### src/rtl/core/lpa_pkg.sv
// Shared types, codes and colour tables for the LED pattern animator.
// No dependencies; used by lpa_div, lpa_blend and led_pattern_animator.
`default_nettype none

package lpa_pkg;

    // request kinds on the input stream (carried in s_tuser)
    localparam logic [1:0] FUNC_TICK = 2'd0;
    localparam logic [1:0] FUNC_SET  = 2'd1;
    localparam logic [1:0] FUNC_NEXT = 2'd2;

    // pattern codes
    localparam logic [1:0] PAT_RAINBOW   = 2'd0;
    localparam logic [1:0] PAT_CYAN_PINK = 2'd1;
    localparam logic [1:0] PAT_ORNG_BLUE = 2'd2;
    localparam logic [1:0] PAT_OFF       = 2'd3;

    // configuration register indexes
    localparam logic [1:0] CFG_SPEED  = 2'd0;
    localparam logic [1:0] CFG_FADE   = 2'd1;
    localparam logic [1:0] CFG_BRIGHT = 2'd2;

    // reset values
    localparam logic [15:0] SPEED_RST  = 16'd100;
    localparam logic [7:0]  FADE_RST   = 8'd64;
    localparam logic [7:0]  BRIGHT_RST = 8'd32;
    localparam logic [7:0]  HUE_LAST   = 8'd191;
    localparam logic [7:0]  HUE_STEP   = 8'd45;
    localparam int unsigned SLOW_FACTOR = 100;
    localparam logic [15:0] FAST_RELOAD = 16'd10;

    localparam int unsigned NUM_CH = 6;   // three channels per colour, two colours

    // request from the top level to the blend sequencer
    typedef struct packed {
        logic       go;
        logic [7:0] step;
        logic       orange;   // second colour: 0 pink, 1 orange
    } blend_req_t;

    // one fade advance
    typedef struct packed {
        logic [7:0] step;
        logic       falling;
        logic       turn;
    } fade_t;

    // start colour of channel idx: 0..2 cyan (r,g,b), 3..5 pink or orange
    function automatic logic [7:0] fade_start(input logic orange, input logic [2:0] idx);
        logic [7:0] v;
        case (idx)
            3'd0:    v = 8'd35;
            3'd1:    v = 8'd181;
            3'd2:    v = 8'd232;
            3'd3:    v = orange ? 8'd26 : 8'd55;
            3'd4:    v = orange ? 8'd5  : 8'd0;
            3'd5:    v = orange ? 8'd0  : 8'd55;
            default: v = 8'd0;
        endcase
        return v;
    endfunction

    // end colour of channel idx
    function automatic logic [7:0] fade_end(input logic orange, input logic [2:0] idx);
        logic [7:0] v;
        case (idx)
            3'd0:    v = 8'd4;
            3'd1:    v = 8'd20;
            3'd2:    v = 8'd26;
            3'd3:    v = 8'd255;
            3'd4:    v = orange ? 8'd50 : 8'd0;
            3'd5:    v = orange ? 8'd0  : 8'd255;
            default: v = 8'd0;
        endcase
        return v;
    endfunction

endpackage

`default_nettype wire

### src/rtl/core/led_pattern_animator.sv
// LED pattern animator for four LEDs: rainbow, cyan/pink fade, orange/blue fade
// with random pause, and off. Every input request is taken whenever the block
// is idle. Set and next requests, and ticks that only count the prescaler down
// or pause the orange/blue fade, give no result. Off ticks and rainbow steps
// write their result straight into the result register, which passes it to the
// output register once that is free. A fade step runs the six colour channels
// one after another through a single bit-serial divider (one quotient bit per
// cycle) and stages its result once the last channel is done. The result
// register is separate from the working state: a new request is taken while a
// result still waits on m_tvalid. Configuration writes are always ready and
// should be made only while the block is idle. Depends on lpa_pkg and lpa_blend.
`default_nettype none

module led_pattern_animator (
    input  wire logic         aclk,
    input  wire logic         aresetn,
    // input requests
    input  wire logic         s_tvalid,
    output logic              s_tready,
    input  wire logic [15:0]  s_tdata,   // pattern_number[2:0], random_extra[13:3], zero pad
    input  wire logic [1:0]   s_tuser,   // func
    // results
    output logic              m_tvalid,
    input  wire logic         m_tready,
    output logic [103:0]      m_tdata,   // brightness[7:0], led0..led3 color, 24 bits each
    output logic              m_tuser,   // color_kind
    // configuration writes
    input  wire logic         cfg_valid,
    output logic              cfg_ready,
    input  wire logic [1:0]   cfg_index,
    input  wire logic [15:0]  cfg_data
);
    import lpa_pkg::*;

    localparam logic [1:0] ST_IDLE    = 2'd0;
    localparam logic [1:0] ST_BLEND   = 2'd1;
    localparam logic [1:0] ST_DELIVER = 2'd2;

    // configuration
    logic [15:0] speed_reg;
    logic [7:0]  fade_reg;
    logic [7:0]  bright_reg;

    // animation state
    logic [1:0]  state_reg, state_next;
    logic [15:0] presc_reg, presc_next;
    logic [1:0]  pat_reg, pat_next;
    logic [7:0]  hue_reg [4];
    logic [7:0]  hue_next [4];
    logic [7:0]  cp_step_reg, cp_step_next;
    logic        cp_fall_reg, cp_fall_next;
    logic [7:0]  ob_step_reg, ob_step_next;
    logic        ob_fall_reg, ob_fall_next;

    // staged result and output register
    logic         res_kind_reg, res_kind_next;
    logic [103:0] res_data_reg, res_data_next;
    logic         m_valid_reg, m_valid_next;
    logic         m_kind_reg, m_kind_next;
    logic [103:0] m_data_reg, m_data_next;

    blend_req_t   breq;
    logic         blend_done;
    logic [23:0]  color_a;
    logic [23:0]  color_b;

    logic [2:0]   pnum;
    logic [10:0]  extra;
    fade_t        cp_adv;
    fade_t        ob_adv;

    function automatic fade_t fade_adv(input logic [7:0] step, input logic falling,
                                       input logic [7:0] fs);
        fade_t r;
        r.step    = step;
        r.falling = falling;
        r.turn    = 1'b0;
        if (falling) begin
            if (step != 8'd0) r.step = step - 8'd1;
            else begin
                r.falling = 1'b0;
                r.turn    = 1'b1;
            end
        end else begin
            if (step < fs) r.step = step + 8'd1;
            else begin
                r.falling = 1'b1;
                r.turn    = 1'b1;
            end
        end
        return r;
    endfunction

    assign pnum   = s_tdata[2:0];
    assign extra  = s_tdata[13:3];
    assign cp_adv = fade_adv(cp_step_reg, cp_fall_reg, fade_reg);
    assign ob_adv = fade_adv(ob_step_reg, ob_fall_reg, fade_reg);

    assign s_tready  = (state_reg == ST_IDLE);
    assign cfg_ready = 1'b1;

    lpa_blend u_blend (
        .aclk       (aclk),
        .aresetn    (aresetn),
        .req        (breq),
        .fade_steps (fade_reg),
        .done       (blend_done),
        .color_a    (color_a),
        .color_b    (color_b)
    );

    always_comb begin
        state_next    = state_reg;
        presc_next    = presc_reg;
        pat_next      = pat_reg;
        for (int i = 0; i < 4; i++) hue_next[i] = hue_reg[i];
        cp_step_next  = cp_step_reg;
        cp_fall_next  = cp_fall_reg;
        ob_step_next  = ob_step_reg;
        ob_fall_next  = ob_fall_reg;
        res_kind_next = res_kind_reg;
        res_data_next = res_data_reg;
        m_valid_next  = m_valid_reg & ~m_tready;
        m_kind_next   = m_kind_reg;
        m_data_next   = m_data_reg;
        breq          = '0;

        case (state_reg)
            ST_IDLE: begin
                if (s_tvalid) begin
                    case (s_tuser)
                        FUNC_SET: begin
                            if (!pnum[2]) pat_next = pnum[1:0];
                        end
                        FUNC_NEXT: begin
                            if (pat_reg == PAT_OFF) begin
                                pat_next   = PAT_RAINBOW;
                                presc_next = 16'd0;
                            end else begin
                                pat_next = pat_reg + 2'd1;
                            end
                        end
                        FUNC_TICK: begin
                            if (pat_reg == PAT_OFF) begin
                                res_kind_next = 1'b0;
                                res_data_next = '0;
                                state_next    = ST_DELIVER;
                            end else if (presc_reg != 16'd0) begin
                                presc_next = presc_reg - 16'd1;
                            end else if (pat_reg == PAT_RAINBOW) begin
                                for (int i = 0; i < 4; i++) begin
                                    hue_next[i] = (hue_reg[i] >= HUE_LAST) ? 8'd0
                                                                          : hue_reg[i] + 8'd1;
                                end
                                res_kind_next = 1'b1;
                                res_data_next = {16'd0, hue_next[3], 16'd0, hue_next[2],
                                                 16'd0, hue_next[1], 16'd0, hue_next[0],
                                                 bright_reg};
                                presc_next    = speed_reg;
                                state_next    = ST_DELIVER;
                            end else if (pat_reg == PAT_CYAN_PINK) begin
                                cp_step_next = cp_adv.step;
                                cp_fall_next = cp_adv.falling;
                                presc_next   = speed_reg;
                                breq.go      = 1'b1;
                                breq.step    = cp_adv.step;
                                breq.orange  = 1'b0;
                                state_next   = ST_BLEND;
                            end else begin
                                ob_step_next = ob_adv.step;
                                ob_fall_next = ob_adv.falling;
                                if (ob_adv.turn) begin
                                    // long pause, no result
                                    presc_next = 16'(32'(speed_reg) * 32'(SLOW_FACTOR)
                                                     + 32'(extra));
                                end else begin
                                    presc_next  = FAST_RELOAD;
                                    breq.go     = 1'b1;
                                    breq.step   = ob_adv.step;
                                    breq.orange = 1'b1;
                                    state_next  = ST_BLEND;
                                end
                            end
                        end
                        default: ;   // unused request kind
                    endcase
                end
            end
            ST_BLEND: begin
                if (blend_done) begin
                    res_kind_next = 1'b0;
                    res_data_next = {color_b, color_b, color_a, color_a, 8'd0};
                    state_next    = ST_DELIVER;
                end
            end
            ST_DELIVER: begin
                if (!m_valid_reg || m_tready) begin
                    m_valid_next = 1'b1;
                    m_kind_next  = res_kind_reg;
                    m_data_next  = res_data_reg;
                    state_next   = ST_IDLE;
                end
            end
            default: state_next = ST_IDLE;
        endcase
    end

    always_ff @(posedge aclk) begin
        if (!aresetn) begin
            speed_reg   <= SPEED_RST;
            fade_reg    <= FADE_RST;
            bright_reg  <= BRIGHT_RST;
            state_reg   <= ST_IDLE;
            presc_reg   <= SPEED_RST;
            pat_reg     <= PAT_RAINBOW;
            for (int i = 0; i < 4; i++) hue_reg[i] <= 8'(i) * HUE_STEP;
            cp_step_reg <= 8'd0;
            cp_fall_reg <= 1'b0;
            ob_step_reg <= 8'd0;
            ob_fall_reg <= 1'b0;
            m_valid_reg <= 1'b0;
        end else begin
            if (cfg_valid) begin
                case (cfg_index)
                    CFG_SPEED:  speed_reg  <= cfg_data;
                    CFG_FADE:   fade_reg   <= cfg_data[7:0];
                    CFG_BRIGHT: bright_reg <= cfg_data[7:0];
                    default: ;
                endcase
            end
            state_reg   <= state_next;
            presc_reg   <= presc_next;
            pat_reg     <= pat_next;
            for (int i = 0; i < 4; i++) hue_reg[i] <= hue_next[i];
            cp_step_reg <= cp_step_next;
            cp_fall_reg <= cp_fall_next;
            ob_step_reg <= ob_step_next;
            ob_fall_reg <= ob_fall_next;
            m_valid_reg <= m_valid_next;
        end
        res_kind_reg <= res_kind_next;
        res_data_reg <= res_data_next;
        m_kind_reg   <= m_kind_next;
        m_data_reg   <= m_data_next;
    end

    assign m_tvalid = m_valid_reg;
    assign m_tuser  = m_kind_reg;
    assign m_tdata  = m_data_reg;

    // blend results only arrive while a fade step is in flight
    a_blend_in_state: assert property (@(posedge aclk) disable iff (!aresetn)
        blend_done |-> state_reg == ST_BLEND)
        else $error("blend finished outside a fade step");

    // a staged result waits while the output register is held
    a_deliver_holds: assert property (@(posedge aclk) disable iff (!aresetn)
        (state_reg == ST_DELIVER) && m_valid_reg && !m_tready |=> state_reg == ST_DELIVER)
        else $error("result staged over a held output");

    // hues never leave their range
    a_hue_range: assert property (@(posedge aclk) disable iff (!aresetn)
        (hue_reg[0] <= HUE_LAST) && (hue_reg[1] <= HUE_LAST) &&
        (hue_reg[2] <= HUE_LAST) && (hue_reg[3] <= HUE_LAST))
        else $error("hue out of range");

endmodule

`default_nettype wire

### src/rtl/core/lpa_div.sv
// One colour channel: start + trunc(step * (end - start) / fade_steps), low 8 bits.
// Bit-serial restoring divider, one quotient bit per cycle. Uses lpa_pkg.
`default_nettype none

module lpa_div (
    input  wire logic       aclk,
    input  wire logic       aresetn,
    input  wire logic       go,
    input  wire logic [7:0] step,
    input  wire logic [7:0] ch_start,
    input  wire logic [7:0] ch_end,
    input  wire logic [7:0] fade_steps,
    output logic            done,
    output logic [7:0]      ch
);
    import lpa_pkg::*;

    logic        busy_reg, busy_next;
    logic        done_reg, done_next;
    logic [3:0]  cnt_reg, cnt_next;
    logic [15:0] dvd_reg, dvd_next;     // dividend in, quotient out
    logic [7:0]  rem_reg, rem_next;
    logic [7:0]  start_reg, start_next;
    logic [7:0]  dsr_reg, dsr_next;
    logic        neg_reg, neg_next;
    logic        zero_reg, zero_next;

    logic [8:0]  diff;
    logic [7:0]  mag;
    logic [8:0]  rem_sh;
    logic        fits;
    logic [7:0]  q_lo;

    assign diff   = {1'b0, ch_end} - {1'b0, ch_start};
    assign mag    = diff[8] ? 8'(9'd0 - diff) : diff[7:0];
    assign rem_sh = {rem_reg, dvd_reg[15]};
    assign fits   = rem_sh >= {1'b0, dsr_reg};

    always_comb begin
        busy_next  = busy_reg;
        done_next  = 1'b0;
        cnt_next   = cnt_reg;
        dvd_next   = dvd_reg;
        rem_next   = rem_reg;
        start_next = start_reg;
        dsr_next   = dsr_reg;
        neg_next   = neg_reg;
        zero_next  = zero_reg;
        if (go) begin
            busy_next  = 1'b1;
            cnt_next   = 4'd15;
            dvd_next   = 16'(step) * 16'(mag);
            rem_next   = 8'd0;
            start_next = ch_start;
            dsr_next   = fade_steps;
            neg_next   = diff[8];
            zero_next  = (fade_steps == 8'd0);
        end else if (busy_reg) begin
            rem_next = fits ? 8'(rem_sh - {1'b0, dsr_reg}) : rem_sh[7:0];
            dvd_next = {dvd_reg[14:0], fits};
            cnt_next = cnt_reg - 4'd1;
            if (cnt_reg == 4'd0) begin
                busy_next = 1'b0;
                done_next = 1'b1;
            end
        end
    end

    always_ff @(posedge aclk) begin
        if (!aresetn) begin
            busy_reg <= 1'b0;
            done_reg <= 1'b0;
        end else begin
            busy_reg <= busy_next;
            done_reg <= done_next;
        end
        cnt_reg   <= cnt_next;
        dvd_reg   <= dvd_next;
        rem_reg   <= rem_next;
        start_reg <= start_next;
        dsr_reg   <= dsr_next;
        neg_reg   <= neg_next;
        zero_reg  <= zero_next;
    end

    // only the low byte of the quotient reaches the result
    assign q_lo = zero_reg ? 8'd0 : (neg_reg ? 8'(8'd0 - dvd_reg[7:0]) : dvd_reg[7:0]);
    assign ch   = start_reg + q_lo;
    assign done = done_reg;

endmodule

`default_nettype wire

### src/rtl/core/lpa_blend.sv
// Sequences the six fade channels through one lpa_div and packs two RGB colours.
// Depends on lpa_pkg and lpa_div.
`default_nettype none

module lpa_blend (
    input  wire logic                aclk,
    input  wire logic                aresetn,
    input  wire lpa_pkg::blend_req_t req,
    input  wire logic [7:0]          fade_steps,
    output logic                     done,
    output logic [23:0]              color_a,
    output logic [23:0]              color_b
);
    import lpa_pkg::*;

    logic [2:0]  idx_reg, idx_next;
    logic        kick_reg, kick_next;
    logic        done_reg, done_next;
    logic [7:0]  step_reg, step_next;
    logic        orange_reg, orange_next;
    logic [47:0] acc_reg, acc_next;   // channels shift in a byte at a time

    logic        div_done;
    logic [7:0]  div_ch;

    lpa_div u_div (
        .aclk       (aclk),
        .aresetn    (aresetn),
        .go         (kick_reg),
        .step       (step_reg),
        .ch_start   (fade_start(orange_reg, idx_reg)),
        .ch_end     (fade_end(orange_reg, idx_reg)),
        .fade_steps (fade_steps),
        .done       (div_done),
        .ch         (div_ch)
    );

    always_comb begin
        idx_next    = idx_reg;
        kick_next   = 1'b0;
        done_next   = 1'b0;
        step_next   = step_reg;
        orange_next = orange_reg;
        acc_next    = acc_reg;
        if (req.go) begin
            idx_next    = 3'd0;
            kick_next   = 1'b1;
            step_next   = req.step;
            orange_next = req.orange;
        end else if (div_done) begin
            acc_next = {acc_reg[39:0], div_ch};
            if (idx_reg == 3'(NUM_CH - 1)) begin
                done_next = 1'b1;
            end else begin
                idx_next  = idx_reg + 3'd1;
                kick_next = 1'b1;
            end
        end
    end

    always_ff @(posedge aclk) begin
        if (!aresetn) begin
            kick_reg <= 1'b0;
            done_reg <= 1'b0;
        end else begin
            kick_reg <= kick_next;
            done_reg <= done_next;
        end
        idx_reg    <= idx_next;
        step_reg   <= step_next;
        orange_reg <= orange_next;
        acc_reg    <= acc_next;
    end

    assign done    = done_reg;
    assign color_a = acc_reg[47:24];
    assign color_b = acc_reg[23:0];

endmodule

`default_nettype wire

### config.mk
export PLATFORM = sky130hd
export DESIGN_NAME = led_pattern_animator
export DESIGN_NICKNAME = d
export VERILOG_FILES = /design/src/rtl/core/lpa_pkg.sv /design/src/rtl/core/led_pattern_animator.sv /design/src/rtl/core/lpa_div.sv /design/src/rtl/core/lpa_blend.sv
export SDC_FILE = /design/constraint.sdc
export NUM_CORES = 1
export LEC_CHECK = 0
export ABC_AREA = 1
export BUFFER_PORTS_ARGS = -buffer_cell sky130_fd_sc_hd__buf_2
export CAP_MARGIN = 20
export CORE_ASPECT_RATIO = 2
export CORE_MARGIN = 3
export CORE_UTILIZATION = 25
export DETAILED_ROUTE_END_ITERATION = 6
export MAX_ROUTING_LAYER = met4
export PLACE_DENSITY_LB_ADDON = 0.12
export REMOVE_ABC_BUFFERS = 1
export SLEW_MARGIN = 20
export SYNTH_ARGS = -nofsm -noshare
export SYNTH_HDL_FRONTEND = slang
export SYNTH_SLANG_ARGS = --single-unit
### constraint.sdc
create_clock -name aclk -period 17.2 [get_ports aclk]
set_input_delay 0.86 -clock aclk [delete_from_list [all_inputs] [get_ports aclk]]
set_output_delay 0.86 -clock aclk [all_outputs]
set_load 0.01 [all_outputs]
==> results.cfg, run 1 <==
[outcome]
status = complete, no violations

[clock_network]
cts_root_buf = clkbuf_16
cts_resized = 0
path_clk_slew_ns = 0.06
cts_max_level = 2
cts_tree = done
clock_path_buffers = 3
clock-sinks = 359
clkLatencyLatePin_ns = 0.56
hold_buffers = 0
cts_setup_buffers = 0
cts_buffers = 40

[synth]
synth-warning-count = 0
synth-seq-cells = 359
ys_async_sr_fraction_pct = 0
synth_flop_cell = edfxtp_1
synth_edf_count = 237
synthesis.area_sq_mm = 0.0202
synthCells = 2255
ys_seq_area_share_pct = 47.3
syn_avg_cell_area_sq_um = 8.97
yosysUniqueCellTypes = 54

[power]
power-per-cell-area_mw_per_mm2 = 92.6
p_leak_nw = 9.98
irDropWorstVdd_mv = 0.0699

[final_layout]
nFillCells = 8569
synthToLayoutAreaGrowth_pct = 14.9
ff_latch_area_sq_mm = 0.00956
fin_cells = 3444
layout_commonest_cell = inv_1
fin_nets = 2595
layout_common_cells = inv_1, nand2_1, edfxtp_1
multi_input_area_sq_mm = 0.00874
drive_gt1_share_pct = 10.8

[drt]
vias_per_cell = 4.44
first_pass_iters = 5
drc = 0
num_vias = 15300
ant_nets = 0
first_iter_violations = 662
wl_per_cell_um = 16.3
wirelength_um = 56100

[sta]
fmax_ghz = 0.132
finalCritPeriodShare_pct = 44.0
slew-limit-headroom_pct = 44.1
finClkSkew_ns = 0.0173
setup_slack_ns = 9.64
rsz0062_at_grt = false
worst_pin_slew_ns = 0.837
slew_violations = 0
tns_ns = 0
hold_violations = 0
fin_crit_ns = 7.56
setup_viol = 0

[setup_path]
cpMostUsedCell = inv_1
crit_type = register to register
cpMaxStageDelayCell = xor2_1
crit_fanout = 6
arrival_ns = 7.88
start_kind = register
cp-end-kind = register
cpPeakStageDelay_ns = 0.56
crit_required_ns = 17.51

[floorplanning]
io-pin-count = 149
die_x_um = 207
die_y_um = 408
initial_core_util_pct = 25.4
coreArea_sq_mm = 0.0796
die_area_sq_mm = 0.0846
rows = 146

[placed_design]
place_ws_ns = 9.66
place_congestion = 0.871
dpl.cell_count = 3368
io_buffers = 145
hpwlAfterDp_um = 43800

[worst_hold_path]
hold_path.class = register to register

[global_routing]
grt-ovfl-total = 0
grt_max_degree = 66
grt_pass1_vias = 16000
antenna_found_initial = 3
grt_pass1_wl_um = 87500
grt_usage_pct = 13.5

[job]
maxCapViolCount = 0
## worst max-delay path: cells and delay by family, from the launching register on
family / cells / cell delay, ns
AO/OA/AOI/OAI: 6 / 1.40
adder cells (fa/ha/maj): 7 / 2.85
XOR/XNOR: 1 / 0.56
AND/OR/NAND/NOR: 9 / 1.29
flip-flops: 1 / 0.38
buffers and inverters: 8 / 0.84
## path summary, 6_finish.rpt
check	start	end	slack (ns)	cells past startpoint
worst max-delay path	u_blend.idx_reg[1]	u_blend.u_div.dvd_reg[12]	9.64	31
worst max register to register	u_blend.idx_reg[1]	u_blend.u_div.dvd_reg[12]	9.64	31
worst min-delay path	res_data_reg[51]	m_tdata[51]	0.42	0
worst min register to register	res_data_reg[51]	m_tdata[51]	0.42	0
## stage by stage
| stage | total power [mW] | hold slack (ns) | util (%) | area (sq um) |
|---|---|---|---|---|
| after floorplan | 1.19 | 0.400 | - | 19800 |
| final | 2.15 | 0.417 | 29.2 | 23200 |
| after global placement | 1.29 | 0.402 | 27.5 | 21900 |
| after CTS | 2.20 | 0.418 | 29.2 | 23200 |
| after global routing | 2.27 | 0.422 | 29.2 | 23200 |
| after detailed placement | 1.30 | 0.405 | 27.5 | 21900 |
## layout make-up
type | instances | share of cell area (%)
repair buffers | 157 | 3.51
clock buffers | 48 | 4.48
diodes | 3 | 0.0323
multi-input cells | 1416 | 37.6
flip-flops and latches | 359 | 41.1
inverters | 400 | 6.47
well taps | 1036 | 5.58
clock inverters | 25 | 1.20
## report_power, final
part	total [mW]	leakage, nW	switching, mW	internal (mW)
Sequential	0.926	3.08	0.00808	0.918
Combinational	0.347	6.27	0.230	0.117
Clock	0.877	0.634	0.366	0.511
## cells by family (layout without fill, tap and decap cells)
logic type,after synthesis,count (layout),share of synthesized area (%)
adders and majority gates,180,180,12.9
and+or+nand+nor,762,762,16.2
buffers and inverters,480,630,9.71
other,1,4,0.0185
AOI/OAI and AO/OA,405,405,10.9
xor gates and xnor gates,68,68,3.02
DFF,359,359,47.3
## cell usage after synthesis (all sizes together) (23+ instances only)
| cell type | count | area share (%) |
|---|---|---|
| o21ai | 148 | 3.7 |
| o22ai | 34 | 1.1 |
| xor2 | 53 | 2.4 |
| buf | 50 | 1.7 |
| dfxtp | 122 | 12 |
| nand2 | 387 | 7.2 |
| clkbuf | 30 | 0.56 |
| nand4 | 30 | 0.93 |
| nor3 | 23 | 0.65 |
| ha | 133 | 8.2 |
| inv | 397 | 7.4 |
| fa | 47 | 4.7 |
| a21oi | 173 | 4.3 |
| nor2 | 190 | 3.9 |
| edfxtp | 237 | 35 |
| nand3 | 110 | 2.7 |
## routing by layer
layer  routed length, um  global-route usage (%)
met1               18900                    11.8
met2               33000                    27.9
met3                1820                    1.86
met4                2400                    5.67
met5                   0                       -
(Power assumes the default switching activity.)
==> inputs of run 2 (changes only) <==
Settings changed: ABC_AREA 1 to 0.
Clock period 17.2 ns to 7.6 ns, I/O delays scaled along.
==> results.cfg, run 2 <==
[power]
seq_power_share_pct = 45.0
power-per-cell-area_mw_per_mm2 = 196
swShare_pct = 25.4
irDropWorstVdd_mv = 0.115
p_clk_share_pct = 43.7
pwr-share-comb_pct = 11.3
switchingPower_mw = 1.18
p_leak_nw = 9.12
power.internal_mw = 3.46

[placed_design]
dpl-instance-area_sq_mm = 0.0222
hpwlAfterDp_um = 45300
place_congestion = 0.825
io_buffers = 145
place_ws_ns = 0.204

[floorplanning]
rows = 147
die_area_sq_mm = 0.0851
initial_core_util_pct = 25.3
io-pin-count = 149
die_y_um = 410
die_x_um = 208
coreArea_sq_mm = 0.0806

[drt]
vias_per_cell = 4.64
first_iter_violations = 639
ant_nets = 0
drc = 0
num_vias = 14700
wirelength_um = 58800
first_pass_iters = 5
wl_per_cell_um = 18.5

[setup_path]
reg2reg_from = u_blend.idx_reg[1]
crit_fanout = 3
crit_type = register to register
r2r-end = u_blend.u_div.dvd_reg[13]
start_kind = register
regToRegSetupSlack_ns = 0.39
arrival_ns = 7.54
cpPeakStageDelay_ns = 0.55
cpMaxStageDelayCell = fa_1
cpMostUsedCell = inv_1
crit_required_ns = 7.93
cp-end-kind = register
reg2reg_depth = 32

[global_routing]
grt_pass1_wl_um = 89300
grt_max_degree = 73
antenna_found_initial = 0
grt_usage_pct = 14.0
grt_pass1_vias = 15200
grt-ovfl-total = 0

[sta]
worst_pin_slew_ns = 1.03
hold_violations = 0
setup_viol = 0
fmax_ghz = 0.139
finalCritPeriodShare_pct = 94.9
finClkSkew_ns = 0.0275
fin_crit_ns = 7.21
slew-limit-headroom_pct = 31.3
tns_ns = 0
setup_slack_ns = 0.389
slew_violations = 0
hold_slack_ns = 0.0470

[clock_network]
cts_buffers = 38
cts_root_buf = clkbuf_16
clkLatencyLatePin_ns = 0.59
clock-sinks = 359
path_clk_slew_ns = 0.07
clock_path_buffers = 3
cts_tree = done
cts_max_level = 2

[synth]
synth_flop_cell = edfxtp_1
yosysUniqueCellTypes = 89
ys_seq_area_share_pct = 46.9
synth-seq-cells = 359
synth_edf_count = 237
ys_async_sr_fraction_pct = 0
yosys-top-cells-count = edfxtp_1, inv_1, nand2_1, nor2_1, ha_1
synthCells = 1977
syn_avg_cell_area_sq_um = 10.3
post-synth-top-count-cell = edfxtp_1
yosys-top-cells-area = edfxtp_1, dfxtp_1, ha_1
synthesis.area_sq_mm = 0.0204
synth_top_cell_by_area = edfxtp_1
synth.top_cell.area_share_pct = 35.0
synth-warning-count = 0

[worst_hold_path]
hold_depth = 3
hp-start = cfg_data[8]
hold_path.class = primary input to register
holdPathEnd = speed_reg[8]

[outcome]
status = complete, no violations

[final_layout]
synthToLayoutAreaGrowth_pct = 16.1
drive_gt1_share_pct = 14.6
nFillCells = 8481
fin_nets = 2321
final_area_sq_mm = 0.0236
layout_commonest_cell = edfxtp_1
diodes = 0
layout_common_cells = edfxtp_1, inv_1, nand2_1
final_core_util_pct = 29.3

[job]
maxCapViolCount = 0
[run 2: cell types whose count changed after synthesis, moves of 25 or more]
cell,delta
and2_1,+60
nand2b_1,+28
clkbuf_1,+29
nor2_1,-40
nand2_1,-232
xnor2_1,+44
a21oi_1,-62
xor2_1,-25
nor2b_1,+46
inv_1,-214
nand3_1,-69
[run 2: worst max path at each step]
stage / from / end / slack (ns)
6_report: u_blend.idx_reg[1] / u_blend.u_div.dvd_reg[13] / 0.39
3_3_place_gp: u_blend.idx_reg[0] / u_blend.u_div.dvd_reg[15] / 0.16
2_1_floorplan: u_blend.idx_reg[1] / u_blend.u_div.dvd_reg[15] / 0.30
5_1_grt: u_blend.idx_reg[1] / u_blend.u_div.dvd_reg[14] / -0.04
4_1_cts: u_blend.idx_reg[1] / u_blend.u_div.dvd_reg[15] / 0.17
3_5_place_dp: u_blend.idx_reg[0] / u_blend.u_div.dvd_reg[15] / 0.20
[run 2: layout make-up]
| type | instances | area (sq um) | share of cell area (%) |
|---|---|---|---|
| clock buffers | 47 | 1010 | 4.29 |
| well taps | 1043 | 1310 | 5.52 |
| flip-flops and latches | 359 | 9560 | 40.4 |
| inverters | 175 | 657 | 2.78 |
| multi-input cells | 1340 | 9730 | 41.2 |
| repair buffers | 186 | 1040 | 4.39 |
| clock inverters | 23 | 334 | 1.41 |
[run 2: cell families (layout without fill, tap and decap cells)]
kind of cell	count (synthesis)	after routing	share of synthesized area, %
other	1	1	0.0184
AND/OR/NAND/NOR	593	593	14.7
multiplexers	35	35	1.79
XOR/XNOR	85	85	3.66
adder cells (fa/ha/maj)	180	180	12.8
buffers and inverters	278	431	5.86
AO/OA/AOI/OAI	446	446	14.2
flip-flops	359	359	46.9
[run 2: power groups by stage]
stage / clock [mW] / sequential, mW / combinational, mW
3_3_place_gp: 0 / 2.13 / 0.526
2_1_floorplan: 0 / 2.12 / 0.368
3_5_place_dp: 0 / 2.13 / 0.526
6_report: 2.02 / 2.09 / 0.525
5_1_grt: 2.18 / 2.09 / 0.601
4_1_cts: 2.11 / 2.09 / 0.531
[run 2: layer usage]
| layer | vias up | global-route usage, % | part of all wire [%] |
|---|---|---|---|
| li1 | 7207 | - | - |
| met1 | 7081 | 12.6 | 34 |
| met2 | 316 | 28.2 | 58 |
| met3 | 125 | 1.62 | 3.0 |
| met4 | 0 | 6.81 | 5.2 |
| met5 | - | - | 0 |
[run 2: through the flow]
stage	cells	total power [mW]
6_report	3173	4.64
2_1_floorplan	1874	2.49
4_1_cts	3172	4.73
3_3_place_gp	3100	2.66
5_1_grt	3173	4.87
3_5_place_dp	3100	2.66
[run 2: what timing repair did]
action,4_1_cts,5_1_grt
resized for setup,0,22
hold endpoints to repair,2,0
hold buffers,2,0
setup endpoints to repair,0,5
setup buffers,0,1
[run 2: critical path: cells and delay by family, from the launching register on]
family	cells	cell delay (ns)
adders and majority gates	7	2.90
DFF	1	0.35
buffers and inverters	7	0.53
AOI/OAI and AO/OA	12	2.15
and+or+nand+nor	4	0.71
xor gates and xnor gates	1	0.07
muxes	1	0.26
